File: config.mk
export PLATFORM = sky130hd
export DESIGN_NAME = sacl_fifo
export DESIGN_NICKNAME = d
export VERILOG_FILES = /design/src/sv/assert_macros.svh /design/src/sv/sacl_fifo.sv
export SDC_FILE = /design/constraint.sdc
export NUM_CORES = 1
export LEC_CHECK = 0
export BUFFER_PORTS_ARGS = -buffer_cell sky130_fd_sc_hd__buf_2
export CAP_MARGIN = 15
export CORE_MARGIN = 2
export CORE_UTILIZATION = 47
export DETAILED_ROUTE_END_ITERATION = 16
export PLACE_DENSITY = 0.76
export SLEW_MARGIN = 20
export SYNTH_ARGS = -nofsm -noshare
export SYNTH_HDL_FRONTEND = slang
export SYNTH_SLANG_ARGS = --single-unit
File: constraint.sdc
create_clock -name clk -period 2.2 [get_ports clk]
set_input_delay 0.22 -clock clk [delete_from_list [all_inputs] [get_ports clk]]
set_output_delay 0.22 -clock clk [all_outputs]
set_load 0.02 [all_outputs]
File: src/sv/assert_macros.svh
// ----------------------------------------------------------------------------
// assert_macros.svh
// concurrent assertion helpers, sampled on clk and disabled while rst is high
// ----------------------------------------------------------------------------
`ifndef ASSERT_MACROS_SVH
`define ASSERT_MACROS_SVH

// same-cycle implication
`define ASSERT_IMPL(name, ante, cons) \
  name: assert property (@(posedge clk) disable iff (rst) (ante) |-> (cons)) \
    else $error("concurrent assertion failed");

// next-cycle implication
`define ASSERT_NEXT(name, ante, cons) \
  name: assert property (@(posedge clk) disable iff (rst) (ante) |=> (cons)) \
    else $error("concurrent assertion failed");

`endif

File: src/sv/sacl_fifo.sv
`timescale 1ns / 1ps
// ----------------------------------------------------------------------------
// sacl_fifo
// short request queue between the front and the back
// ----------------------------------------------------------------------------
module sacl_fifo #(
  parameter int WIDTH = 59,
  parameter int DEPTH = 2
) (
  input  logic             clk,
  input  logic             rst,
  input  logic             push_valid,
  output logic             push_ready,
  input  logic [WIDTH-1:0] push_data,
  output logic             pop_valid,
  input  logic             pop_ready,
  output logic [WIDTH-1:0] pop_data
);

  localparam int PTR_W = (DEPTH > 1) ? $clog2(DEPTH) : 1;
  localparam int CNT_W = $clog2(DEPTH + 1);

  logic [WIDTH-1:0] slots [DEPTH];
  logic [PTR_W-1:0] wr_ptr;
  logic [PTR_W-1:0] rd_ptr;
  logic [CNT_W-1:0] count;
  logic             push;
  logic             pop;

  assign push_ready = (count != CNT_W'(DEPTH));
  assign pop_valid  = (count != '0);
  assign push       = push_valid && push_ready;
  assign pop        = pop_valid && pop_ready;
  assign pop_data   = slots[rd_ptr];

  // pointers and fill level
  always_ff @(posedge clk) begin
    if (rst) begin
      wr_ptr <= '0;
      rd_ptr <= '0;
      count  <= '0;
    end else begin
      if (push) begin
        wr_ptr <= (wr_ptr == PTR_W'(DEPTH - 1)) ? '0 : wr_ptr + 1'b1;
      end
      if (pop) begin
        rd_ptr <= (rd_ptr == PTR_W'(DEPTH - 1)) ? '0 : rd_ptr + 1'b1;
      end
      if (push && !pop) begin
        count <= count + 1'b1;
      end else if (pop && !push) begin
        count <= count - 1'b1;
      end
    end
  end

  // storage
  always_ff @(posedge clk) begin
    if (push) begin
      slots[wr_ptr] <= push_data;
    end
  end

endmodule

==> results.toml, run 1 <==
[status]
status = "finished clean"

[clocking]
clockBufferDepth = 2
cts_root_buffer = "clkbuf_8"
cts.sink_count = 123
clkTransAtPathRegs_ps = 60
cts_resized = 0
htreeDepth = 4
tritoncts = "yes"
cts_buffers = 17
clk_latency_ps = 500

[global_route]
grt_pass1_wl_um = 13030
grt_max_degree = 35
antenna_found_initial = 0
grt_usage_pct = 17.18
grt_remaining_overflow = 0
grt_pass1_vias = 2735

[timing]
setup_viol = 0
hold_viol_final = 0
clock.fmax_mhz = 498.3
fin_crit_ps = 2007
rsz0062_at_grt = "no"
finalCritPeriodShare_pct = 91.21
drv_slew = 0
setup_tns_ps = 0
fin_skew_ps = 8.597
slew_headroom_pct = 68.39
worst_slew_pin_slew_ps = 474.2

[yosys]
yosysMostFrequentCell = "edfxtp_1"
syn_area_um2 = 4516
synth_top_area_share_pct = 78.47
synth_nets = 272
yosysTopAreaCell = "edfxtp_1"
synth_seq_area_share_pct = 80.69
synth.avg_cell_area_um2 = 21.71
synth_common_cells = "118 x edfxtp_1, 49 x mux2_2, 10 x mux2_4, 5 x buf_2, 5 x dfxtp_1"
synth_top_flop_cell = "edfxtp_1"
synthCells = 208
synth_edf_count = 118
ys_types = 20
synth-seq-cells = 123
async_flop_share_pct = 0
synthTopCellsByArea = "edfxtp_1 78%, mux2_2 12%, mux2_4 3.3%"
ys_warn_count = 0

[worst_setup_path]
rrSetupSlack_ps = 510
crit_type = "flip-flop to output pin"
reg2reg_to = "count[1]$_SDFFE_PP0P_"
crit_fanout = 34
reg2regPathDepth = 5
cp.required_ps = 1980
cpPeakStageDelay_ps = 400
critical-path-slowest-cell = "mux2_2"
path_cells = "buf_4, mux2_2, buf_2"
cp-start-kind = "flip-flop"
worstPathArrival_ps = 1790
cp-end-kind = "output pin"
rr_startpoint = "count[0]$_SDFFE_PP0P_"

[pwr]
p_per_area_nw_per_um2 = 1207
p_leak_nw = 2.519
ir_drop_mv = 0.7066

[hold_path]
holdPathEnd = "wr_ptr$_SDFFE_PP0P_"
min_path_type = "input pin to flip-flop"
min_from = "push_valid"
hold_path_depth = 3

[finish]
drive_gt1_share_pct = 52.61
fill_cells = 634
regArea_um2 = 3645
area_growth_pct = 44.58
fin_nets = 473
multi_input_area_um2 = 822.0
stdcell_count = 551
num_antenna_cells = 0

[route]
wl_met2_um = 4648
drt-met1-wl_um = 3378
ant_nets = 0
wirelength_um = 8615
avgViaCountPerCell = 4.717
first_pass_iters = 4
drt_drc_violations_left = 0
drt-initial-drc-count = 101
highest_layer = "met4"
wl_per_cell_um = 15.64
met3WireLength_um = 484
route.vias.total = 2599

[floorplanning]
io_pins = 124
std_cell_rows = 35
die_h_um = 102.0
dieArea_um2 = 10410
dieWidth_um = 102.0
coreArea_um2 = 9284
initial_core_util_pct = 48.64

[placed_design]
hpwl_um = 5013
routabilityCongestion = 0.7245
placedCellCount = 459
port_buffers = 123

[flow_run]
cap_viol_max_count = 0
==> how the worst max path moves through the flow <==
stage                           from                      to  slack (ps)  cells past startpoint
6_report                   flip-flop            pop_data[20]         190                      3
3_5_place_dp   count[0]$_SDFFE_PP0P_   count[1]$_SDFFE_PP0P_         540                      5
5_1_grt                    flip-flop            pop_data[53]         100                      3
3_3_place_gp   count[0]$_SDFFE_PP0P_  slots[0][32]$_DFFE_PP_         620                      4
4_1_cts                    flip-flop            pop_data[20]         150                      3
2_1_floorplan  count[0]$_SDFFE_PP0P_   slots[0][0]$_DFFE_PP_         130                      3
==> worst max-delay path, delay by kind of cell, from the launching register on <==
family | cells | cell delay [ps]
DFF | 1 | 320
muxes | 1 | 400
buffers and inverters | 2 | 540
==> cell usage in the layout (no fill, tap or decap), types with 4 or more instances in the layout <==
master / instances
edfxtp_1: 118
mux2_2: 49
mux2_4: 10
dlygate4sd3_1: 60
dfxtp_1: 4
buf_2: 123
inv_6: 4
clkbuf_16: 16
buf_4: 6
bufinv_16: 5
==> power breakdown <==
part / switching, W / internal [W]
sequential: 0.0000857 / 0.00293
combinational: 0.00111 / 0.000825
clock: 0.000972 / 0.00195
total: 0.00217 / 0.00571
==> per-stage QoR <==
stage	total power [W]	hold WS, ps	setup WS [ps]	instance area, um^2	util (%)
after CTS	0.007953	28.13	145.1	6529	70.32
final	0.007880	58.56	193.3	6529	70.32
after floorplan	0.004370	289.1	128.2	4521	-
after global placement	0.004875	408.3	622.4	5296	57.05
after detailed placement	0.004926	411.0	539.0	5296	57.05
after global routing	0.008199	41.58	95.62	6529	70.32
==> logic make-up after synthesis <==
group                    synth area share, %
flip-flops                             80.69
multiplexers                           15.54
AND/OR/NAND/NOR                        1.109
buffers and inverters                  1.136
AO/OA/AOI/OAI                         0.6648
XOR/XNOR                              0.5820
adder cells (fa/ha/maj)               0.2770
==> registers in the layout (all words and copies together), names as in the netlist, named ones only <==
name and flops:
wr_ptr 1, rd_ptr 1, slots 118, count 2
==> layer usage <==
metal,up-vias,GRT usage [%]
met5,-,0
met4,0,7.282
met3,11,6.498
met2,89,30.67
met1,1272,18.19
li1,1227,-
==> timing repair <==
item                                    4_1_cts  5_1_grt
hold endpoints to repair                    123        0
hold buffers                                 60        0
endpoints found under the setup margin        0        0
setup buffers                                 0        0
==> cell type report <==
cell class	count	area share [%]
timing repair buffer	189	19.32
clock buffer	17	6.343
multi-input combinational	77	12.59
inverter	1	0.1150
tap	129	2.472
clock inverter	15	3.335
sequential	123	55.83
Note: power is estimated with default switching activity, not from simulation.
==> run 2: changes to the inputs <==
Settings changed: CORE_UTILIZATION 47 to 52, PLACE_DENSITY 0.76 to 0.79.
Clock period 2.2 ns to 2 ns, I/O delays scaled along.
==> results.toml, run 2 (synthesis gave the netlist of run 1 again) <==
[placed_design]
routabilityCongestion = 0.6741
hpwl_um = 4985
port_buffers = 123
placedCellCount = 435

[timing]
drv_slew = 0
worst_slew_pin_slew_ps = 375.6
fin_crit_ps = 1864
fin_skew_ps = 7.760
slew_headroom_pct = 74.96
fin_hold_ws_ps = 36.89
setup_tns_ps = 0
finalCritPeriodShare_pct = 93.18
rsz0062_at_grt = "no"
clock.fmax_mhz = 536.6
hold_viol_final = 0
setup_viol = 0

[floorplanning]
dieWidth_um = 97.19
die_h_um = 97.19
dieArea_um2 = 9445
coreArea_um2 = 8299
initial_core_util_pct = 54.41
std_cell_rows = 33
io_pins = 124

[worst_setup_path]
cp-start-kind = "flip-flop"
critical-path-slowest-cell = "dfxtp_2"
cp-end-kind = "output pin"
cpPeakStageDelay_ps = 370
worstPathArrival_ps = 1660
crit_type = "flip-flop to output pin"
path_cells = "buf_12, mux2_2, buf_2"
crit_fanout = 36
cp.required_ps = 1800

[global_route]
grt_pass1_vias = 2851
grt_usage_pct = 19.20
gr-usage-met2_pct = 33.81
use_met3_pct = 6.691
grtUsageMet1_pct = 21.17
grt_remaining_overflow = 0
busiest_layer = "met2"
grt_max_degree = 37
antenna_found_initial = 0
grt_pass1_wl_um = 13740

[pwr]
swShare_pct = 28.22
cell_internal_pwr_w = 0.006103
ir_drop_mv = 0.8423
pwr-share-seq_pct = 39.2
p_leak_nw = 2.504
clkPwrFrac_pct = 34.9
p_per_area_nw_per_um2 = 1305
p_switching_w = 0.002399
comb_power_share_pct = 25.9

[finish]
reg_top3 = "slots x118, count x2"
area_growth_pct = 44.28
fin_nets = 473
regMostFlops = "slots"
stdcell_count = 527
num_antenna_cells = 0
fill_cells = 448
drive_gt1_share_pct = 53.08
largest_reg_flops = 118
final_common_cell = "buf_2"
mostFrequentLayoutCells = "123 x buf_2, 118 x edfxtp_1, 60 x dlygate4sd3_1, 49 x mux2_2, 16 x clkbuf_16"

[clocking]
cts_setup_buffers = 0
clockBufferDepth = 2
cts_root_buffer = "clkbuf_8"
tritoncts = "yes"
cts_resized = 0
cts.sink_count = 123
holdBufCountCts = 60
clkTransAtPathRegs_ps = 60
cts_buffers = 17
clk_latency_ps = 500
htreeDepth = 4

[status]
status = "finished clean"

[route]
drt_drc_violations_left = 0
wirelength_um = 8783
drt-initial-drc-count = 121
avgViaCountPerCell = 4.949
route.vias.total = 2608
ant_nets = 0
wl_per_cell_um = 16.67
first_pass_iters = 6

[flow_run]
cap_viol_max_count = 0

[hold_path]
min_path_type = "input pin to flip-flop"
-- run 2: metrics by stage --
stage	total power, W	utilization (%)	area, um^2	worst slack, ps
5_1_grt	0.008842	78.50	6515	76.76
6_report	0.008502	78.50	6515	136.4
3_3_place_gp	0.005453	64.15	5324	499.3
4_1_cts	0.008569	78.50	6515	96.50
3_5_place_dp	0.005494	64.15	5324	429.2
2_1_floorplan	0.004821	-	4528	73.74
-- run 2: critical path: cells and delay by family, from the launching register on --
kind,cells,cell delay [ps]
DFF,1,370
buffers and inverters,2,400
muxes,1,370
-- run 2: cell type report --
type                            count  area (um^2)  area share [%]
Tap cell                          105        131.4           2.017
Sequential cell                   123         3645           55.94
Multi-Input combinational cell     77        829.5           12.73
Timing Repair Buffer              189         1311           20.13
Clock inverter                     13        168.9           2.593
Clock buffer                       19        421.7           6.472
Inverter                            1        7.507          0.1152
-- run 2: power by group through the flow --
| stage | Combinational, W | Sequential [W] | Clock, W |
|---|---|---|---|
| after floorplan | 0.00148 | 0.00334 | 0 |
| after global placement | 0.00210 | 0.00335 | 0 |
| after detailed placement | 0.00211 | 0.00338 | 0 |
| after CTS | 0.00222 | 0.00333 | 0.00302 |
| after global routing | 0.00234 | 0.00336 | 0.00314 |
| final | 0.00220 | 0.00333 | 0.00297 |
-- run 2: path summary, 6_finish.rpt --
kind                                             from                     to  slack, ps  cells past startpoint
worst max-delay path                        flip-flop            pop_data[9]        140                      3
worst min register to register    rd_ptr$_SDFFE_PP0P_    rd_ptr$_SDFFE_PP0P_        510                      2
worst min-delay path                       push_valid    wr_ptr$_SDFFE_PP0P_         40                      3
worst max register to register  count[0]$_SDFFE_PP0P_  count[1]$_SDFFE_PP0P_        420                      6
-- run 2: per-layer routing --
metal,up-vias,routed length (um)
met5,-,0
met4,0,103
met3,13,539
met2,110,4668
met1,1259,3472
li1,1226,-
