<file path="config.mk">
export PLATFORM = sky130hd
export DESIGN_NAME = sacl_front
export DESIGN_NICKNAME = d
export VERILOG_FILES = /design/src/sv/assert_macros.svh /design/src/sv/sacl_pkg.sv /design/src/sv/sacl_front.sv
export SDC_FILE = /design/constraint.sdc
export NUM_CORES = 1
export LEC_CHECK = 0
export BUFFER_PORTS_ARGS = -buffer_cell sky130_fd_sc_hd__buf_4
export CORE_UTILIZATION = 45
export CTS_BUF_LIST = sky130_fd_sc_hd__clkbuf_4
export DETAILED_ROUTE_END_ITERATION = 10
export MAX_ROUTING_LAYER = met4
export PLACE_DENSITY = 0.85
export SETUP_SLACK_MARGIN = 0.02
export SLEW_MARGIN = 20
export SYNTH_ARGS = -nofsm -noshare
export SYNTH_HDL_FRONTEND = slang
export SYNTH_SLANG_ARGS = --single-unit
</file>
<file path="constraint.sdc">
create_clock -name clk -period 2.8 [get_ports clk]
set_input_delay 0.28 -clock clk [delete_from_list [all_inputs] [get_ports clk]]
set_output_delay 0.28 -clock clk [all_outputs]
set_load 0.005 [all_outputs]
</file>
<file path="src/sv/assert_macros.svh">
// ----------------------------------------------------------------------------
// assert_macros.svh
// concurrent assertion helpers, sampled on clk and disabled while rst is high
// ----------------------------------------------------------------------------
`ifndef ASSERT_MACROS_SVH
`define ASSERT_MACROS_SVH

// same-cycle implication
`define ASSERT_IMPL(name, ante, cons) \
  name: assert property (@(posedge clk) disable iff (rst) (ante) |-> (cons)) \
    else $error("concurrent assertion failed");

// next-cycle implication
`define ASSERT_NEXT(name, ante, cons) \
  name: assert property (@(posedge clk) disable iff (rst) (ante) |=> (cons)) \
    else $error("concurrent assertion failed");

`endif

</file>
<file path="src/sv/sacl_pkg.sv">
`timescale 1ns / 1ps
// ----------------------------------------------------------------------------
// sacl_pkg
// shared widths, types and codes of the set-associative cache lookup block
// ----------------------------------------------------------------------------
package sacl_pkg;

  // fixed field widths
  localparam int ADDR_W     = 32;
  localparam int STAMP_W    = 32;
  localparam int COUNT_W    = 32;
  localparam int IN_DATA_W  = ADDR_W + STAMP_W;
  localparam int OUT_DATA_W = 136;
  localparam int OUT_PAD_W  = OUT_DATA_W - 1 - 4 * COUNT_W;

  // depth of the queue between front and back
  localparam int QUEUE_DEPTH = 2;

  // access kinds
  localparam logic MODE_LOAD  = 1'b0;
  localparam logic MODE_STORE = 1'b1;

  // back-end sequencer states
  typedef enum logic [2:0] {
    ST_CLEAR  = 3'b001,
    ST_IDLE   = 3'b010,
    ST_LOOKUP = 3'b100
  } back_state_t;

  // running statistics
  typedef struct packed {
    logic [COUNT_W-1:0] ld_misses;
    logic [COUNT_W-1:0] ld_hits;
    logic [COUNT_W-1:0] misses;
    logic [COUNT_W-1:0] hits;
  } counters_t;

  // back-end status seen by the top level
  typedef struct packed {
    logic clearing;
    logic lookup;
  } back_status_t;

endpackage

</file>
<file path="src/sv/sacl_front.sv">
`timescale 1ns / 1ps
// ----------------------------------------------------------------------------
// sacl_front
// accepts access requests, splits the address into set index and tag
// ----------------------------------------------------------------------------
module sacl_front #(
  parameter int OFF_BITS = 6,
  parameter int IDX_BITS = 10,
  parameter int IDX_W    = 10,
  parameter int TAG_W    = 16,
  parameter int REQ_W    = 59
) (
  input  logic                           clk,
  input  logic                           rst,
  input  logic                           s_tvalid,
  output logic                           s_tready,
  input  logic [sacl_pkg::IN_DATA_W-1:0] s_tdata,   // address, time_stamp
  input  logic                           s_tuser,   // mode
  output logic                           push_valid,
  input  logic                           push_ready,
  output logic [REQ_W-1:0]               push_data
);

  logic                         held;
  logic                         held_next;
  logic                         accept;
  logic                         mode_q;
  logic [TAG_W-1:0]             tag_q;
  logic [IDX_W-1:0]             set_q;
  logic [sacl_pkg::STAMP_W-1:0] stamp_q;
  logic [sacl_pkg::ADDR_W-1:0]  address;
  logic [IDX_W-1:0]             set_d;
  logic [TAG_W-1:0]             tag_d;

  // address split
  assign address = s_tdata[sacl_pkg::ADDR_W-1:0];
  assign set_d   = (IDX_BITS == 0) ? '0 : address[OFF_BITS +: IDX_W];
  assign tag_d   = address[sacl_pkg::ADDR_W-1 -: TAG_W];

  // one holding register toward the queue
  assign s_tready = !held || push_ready;
  assign accept   = s_tvalid && s_tready;

  always_comb begin
    held_next = held;
    if (accept) begin
      held_next = 1'b1;
    end else if (push_ready) begin
      held_next = 1'b0;
    end
  end

  always_ff @(posedge clk) begin
    if (rst) begin
      held <= 1'b0;
    end else begin
      held <= held_next;
    end
  end

  // request payload
  always_ff @(posedge clk) begin
    if (accept) begin
      mode_q  <= s_tuser;
      tag_q   <= tag_d;
      set_q   <= set_d;
      stamp_q <= s_tdata[sacl_pkg::IN_DATA_W-1:sacl_pkg::ADDR_W];
    end
  end

  assign push_valid = held;
  assign push_data  = {mode_q, tag_q, set_q, stamp_q};

endmodule

</file>
==> results of run 1 <==
## flip-flops by register name, indices dropped and copies added (netlist names)
register    cells
push_valid      1
mode_q          1
set_q          10
tag_q          16
stamp_q        32
## routing by layer
metal | part of all wire, % | routed length [microns]
met5 | 0 | 0
met4 | 3.7 | 145
met3 | 8.4 | 330
met2 | 56 | 2187
met1 | 32 | 1271
## report_power, final
part           switching, mW  total [mW]  internal, mW
clock                  0.272       0.447         0.175
sequential            0.0147        1.06          1.05
combinational         0.0601       0.173         0.113
total                  0.347        1.68          1.34
## logic make-up (layout without fill, tap and decap cells)
kind of cell           count (synthesis)  count (layout)
AO/OA/AOI/OAI                          1               1
buffers and inverters                  2             139
flip-flops                            60              60
AND/OR/NAND/NOR                        2               2
## how the worst max path moves through the flow
stage	to	depth (start not counted)
floorplan	mode_q$_DFFE_PP_	2
global placement	stamp_q[28]$_DFFE_PP_	3
detailed placement	stamp_q[25]$_DFFE_PP_	3
CTS	stamp_q[31]$_DFFE_PP_	2
global route	stamp_q[25]$_DFFE_PP_	2
finish	tag_q[13]$_DFFE_PP_	2
## per-stage QoR
| step | utilization [%] | hold WS [ps] | cell area [sq um] |
|---|---|---|---|
| after CTS | 77.04 | 48.28 | 2905 |
| after global placement | 74.52 | 435.7 | 2810 |
| after floorplan | - | 342.4 | 1834 |
| after detailed placement | 74.52 | 444.9 | 2810 |
| after global routing | 77.04 | 22.83 | 2905 |
| final | 77.04 | 65.87 | 2905 |
## cell usage in the layout, fill, tap and decap left out
cell type / instances
buf_4: 123
edfxtp_1: 59
clkbuf_4: 10
clkinv_1: 4
nand2b_4: 1
and2_4: 1
inv_1: 1
a21oi_2: 1
clkinv_2: 1
dfxtp_1: 1
## cell usage after synthesis
master	number	area, sq um
and2_4	1	8.760
a21oi_2	1	8.760
inv_1	1	3.750
buf_4	1	7.510
nand2b_4	1	13.76
edfxtp_1	59	1772
dfxtp_1	1	20.02
## cell type report
type	count	area, sq um	share of cell area, %
Multi-Input combinational cell	3	31.28	1.077
Sequential cell	60	1792	61.67
Clock buffer	10	75.07	2.584
Timing Repair Buffer	123	923.4	31.78
Inverter	1	3.754	0.1292
Clock inverter	5	20.02	0.6891
Tap cell	48	60.06	2.067
==> flow_summary_export.csv, run 1 <==
group,metric,value,unit
hold_path,hold_class,"primary input to flop",
final_layout,nFillCells,213,
routing,vias,1127,
grt,grt_util_met2,33.42,%
timing,clock_skew,9.593,ps
synth,synth_mux_area_share,0,%
final_layout,fin_cells,250,
clock_tree,cts_tree,"built",
worst_setup_path,critPathMaxFanout,59,
clock_tree,ctsHoldBuffers,0,
floorplanning,fp.coreArea,3771,sq um
floorplanning,dieHeight,65.85,microns
clock_tree,cts_setup_buffers,0,
synth,synth-compound-area-share,0.4775,%
clock_tree,cts-resized-gates,0,
clock_tree,cts_inserted_buffers,9,
timing,fin_crit,1433,ps
synth,syn_nets,134,
grt,antenna_found_initial,0,
routing,drt-initial-drc-count,99,
timing,fin_crit_sh,51.16,%
grt,grt_max_degree,60,
synth,synth.cell_area,1834,sq um
synth,syn_inst,65,
outcome,status,"finished clean",
routing,routed_wl,3.935,mm
floorplanning,start_util,48.64,%
worst_setup_path,start_kind,"flop",
worst_setup_path,r2r_start,"push_valid$_SDFFE_PP0P_",
synth,yosysSeqAreaShare,97.68,%
worst_setup_path,rr_worst_depth,2,
grt,grt_use_total,20.56,%
grt,grt_first_pass_wirelength,5.671,mm
timing,layout_setup_ws,1367,ps
synth,netlist-cell-type-count,7,
synth,avgSynthCellArea,28.22,sq um
floorplanning,die-area,4336,sq um
timing,max_slew_margin,51.93,%
clock_tree,clk_path_buf_depth,2,
worst_setup_path,worstPathArrival,1430,ps
synth,synthSimpleGateAreaFrac,1.228,%
routing,vias_per_cell,4.508,
power_and_ir_drop,p_leak,1.245,nW
clock_tree,clock_latency,370,ps
worst_setup_path,crit_path_cell_trace,"nand2b_4 > and2_4",
final_layout,drive_gt1_share,67.82,%
timing,setup_tns,0,ps
grt,grt_pass1_vias,1163,
grt,grtUsageMet3,7.069,%
worst_setup_path,rrSetupSlack,1370,ps
worst_setup_path,endpoint_kind,"flop",
floorplanning,fp.dieW,65.85,microns
hold_path,min_to,"push_valid$_SDFFE_PP0P_",
routing,dr.pass1.iters,4,
synth,synthXorXnorAreaFrac,0,%
worst_setup_path,crit_family,"simple AND/OR/NAND/NOR gates",
power_and_ir_drop,peakVddDrop,0.3877,mV
clock_tree,htreeDepth,3,
hold_path,hold_depth,2,
grt,top_usage_layer,"met2",
final_layout,diodes,0,
worst_setup_path,cp_slowest_cell,"and2_4",
worst_setup_path,worst-path-buf-inv,0,
clock_tree,clock-root-buffer,"clkbuf_4",
final_layout,areaGrowthSynthToFinish,58.39,%
routing,routedWlPerCell,15.74,microns
synth,synth_top_family_by_area,"simple AND/OR/NAND/NOR gates",
clock_tree,cts_sinks,60,
worst_setup_path,timing.rr.end,"tag_q[13]$_DFFE_PP_",
synth,synth_adder_area_share,0,%
routing,antenna_left,0,
clock_tree,clkTransAtPathRegs,80,ps
run,cap_violations,0,
timing,finalSetupViolCount,0,
placement,place_inst,235,
final_layout,final_nets,267,
worst_setup_path,cp-startpoint,"push_valid$_SDFFE_PP0P_",
timing,hold_viol_final,0,
grt,grt_use_met1,19.73,%
synth,synth_warnings,0,
floorplanning,ios,130,
timing,rsz0062_at_grt,"no",
worst_setup_path,path_class,"flop to flop",
floorplanning,num_rows,22,
synth,ys_seq_elements,60,
grt,overflow,0,
routing,remaining_drc_errors,0,
placement,portBuffers,123,
worst_setup_path,cpPeakStageDelay,630,ps
power_and_ir_drop,powerDensity,579.4,nW/um^2
hold_path,hold_start,"rst",
placement,place_ws,1284,ps
timing,drv_slew,0,
timing,max_freq,698.1,MHz
power_and_ir_drop,finalPower,1.683,mW
worst_setup_path,cp_data_required_time,2800,ps
timing,worst_slew_pin_slew,721.1,ps
placement,gp_congestion,0.7106,
(Power assumes the default switching activity.)
==> inputs of run 2 (changes only) <==
- CORE_UTILIZATION: 45 -> 42
- PLACE_DENSITY: 0.85 -> 0.8
- clock period: 2.8 -> 1.45 ns (I/O delays scaled with it)
==> run 2 against run 1 <==
Net effect: total power increased by 140%; sequential power is 95% higher; sequential share of layout area down 12 points; clock skew rose by 10 ps; largest cell class unchanged; worst hold slack better by 330 ps; highest routed layer unchanged.
==> flow_summary_export.csv, run 2 (synthesis results as in run 1) <==
group,metric,value,unit
worst_setup_path,worstPathArrival,1320,ps
clock_tree,htreeDepth,3,
floorplanning,fp.coreArea,4086,sq um
placement,gp_congestion,0.7720,
final_layout,final_cell_mix,"buf_4, dlygate4sd3_1, edfxtp_1, clkbuf_4, bufinv_16",
final_layout,reg.largest.list,"stamp_q: 32 flops, tag_q: 16 flops, set_q: 10 flops",
clock_tree,cts_inserted_buffers,9,
routing,dr.pass1.iters,4,
clock_tree,cts_tree,"built",
clock_tree,clk_path_buf_depth,2,
floorplanning,num_rows,23,
timing,rsz0062_at_grt,"no",
grt,overflow,0,
power_and_ir_drop,p_leak,1.550,nW
grt,grt_first_pass_wirelength,8.970,mm
timing,fin_crit,1252,ps
run,cap_violations,0,
timing,drv_slew,0,
clock_tree,clock-root-buffer,"clkbuf_4",
clock_tree,cts_sinks,60,
routing,routedWlPerCell,21.23,microns
floorplanning,ios,130,
final_layout,drive_gt1_share,53.21,%
timing,fin_crit_sh,86.36,%
routing,drt-initial-drc-count,80,
timing,worst_slew_pin_slew,304.5,ps
final_layout,mostFrequentLayoutCell,"buf_4",
worst_setup_path,rrSetupSlack,200,ps
worst_setup_path,rr_worst_depth,3,
final_layout,final_util,88.61,%
worst_setup_path,path_class,"flop to flop",
final_layout,diodes,0,
floorplanning,fp.dieW,68.09,microns
grt,antenna_found_initial,0,
routing,remaining_drc_errors,0,
final_layout,largest_reg_flops,32,
floorplanning,start_util,44.89,%
routing,vias_per_cell,4.787,
timing,finalSetupViolCount,0,
routing,vias,1508,
routing,antenna_left,0,
power_and_ir_drop,powerDensity,1126,nW/um^2
worst_setup_path,start_kind,"flop",
worst_setup_path,endpoint_kind,"flop",
grt,grt_pass1_vias,1605,
grt,grt_max_degree,60,
timing,max_slew_margin,79.70,%
hold_path,hold_start,"s_tvalid",
floorplanning,dieHeight,68.09,microns
final_layout,largest-register,"stamp_q",
hold_path,hold_class,"primary input to flop",
worst_setup_path,critPathMaxFanout,59,
placement,portBuffers,123,
hold_path,hold_depth,3,
worst_setup_path,cp-startpoint,"push_valid$_SDFFE_PP0P_",
grt,grt_use_total,31.43,%
routing,routed_wl,6.686,mm
timing,clock_skew,19.67,ps
timing,max_freq,798.6,MHz
worst_setup_path,r2r_start,"push_valid$_SDFFE_PP0P_",
final_layout,final_nets,329,
timing,setup_tns,0,ps
clock_tree,clkTransAtPathRegs,110,ps
worst_setup_path,timing.rr.end,"stamp_q[6]$_DFFE_PP_",
floorplanning,die-area,4636,sq um
outcome,status,"finished clean",
clock_tree,clock_latency,400,ps
hold_path,min_to,"tag_q[14]$_DFFE_PP_",
worst_setup_path,cp_data_required_time,1520,ps
final_layout,areaGrowthSynthToFinish,97.41,%
timing,hold_viol_final,0,
power_and_ir_drop,peakVddDrop,1.087,mV
## run 2: changes by cell type in the layout (fill, tap and decap cells not counted)
cell,delta
dlygate4sd3_1,+61
buf_12,+1
clkinv_1,-2
bufinv_16,+3
## run 2: report_power, final
group	switching (mW)	internal [mW]
Sequential	0.0408	2.03
Clock	0.621	0.880
Combinational	0.175	0.334
## run 2: worst max-delay path: stages, from the launching register on
cell and delay (ps):
dfxtp_1 360, nand2b_4 100, and2_4 160, buf_12 290
## run 2: timing repair
action                                 4_1_cts  5_1_grt
buffers inserted                             0        0
resized for setup                            0        0
hold buffers                                61        0
endpoints found under the hold margin       60        0
## run 2: final cells by class
cell class | count | area [sq um]
Sequential cell | 60 | 1792
Timing Repair Buffer | 185 | 1554
Fill cell | 159 | 465.4
Clock inverter | 6 | 102.6
Clock buffer | 10 | 75.07
Tap cell | 50 | 62.56
Multi-Input combinational cell | 3 | 31.28
Inverter | 1 | 3.754
## run 2: worst max path at each step
| stage | depth (start not counted) | slack, ps | to |
|---|---|---|---|
| 2_1_floorplan | 2 | 150 | mode_q$_DFFE_PP_ |
| 3_3_place_gp | 3 | 300 | tag_q[2]$_DFFE_PP_ |
| 3_5_place_dp | 3 | 260 | tag_q[15]$_DFFE_PP_ |
| 4_1_cts | 3 | 210 | stamp_q[16]$_DFFE_PP_ |
| 5_1_grt | 3 | 170 | tag_q[3]$_DFFE_PP_ |
| 6_report | 3 | 200 | stamp_q[6]$_DFFE_PP_ |
## run 2: through the flow
step	power (mW)	cell area [sq um]	hold slack [ps]	setup WS (ps)	instances
final	4.076	3621	397.2	197.7	315
after global routing	4.189	3621	383.4	165.2	315
after CTS	4.021	3621	397.1	208.2	315
after detailed placement	2.445	2833	303.6	257.1	238
after global placement	2.428	2833	301.0	298.5	238
after floorplan	2.143	1834	207.4	146.6	65
## run 2: layer usage
layer | track usage (%) | up-vias | wire length [microns]
met1 | 35.26 | 724 | 2531
met4 | 16.41 | 0 | 231
met5 | - | - | 0
met2 | 48.41 | 106 | 3334
li1 | - | 652 | -
met3 | 12.33 | 26 | 588
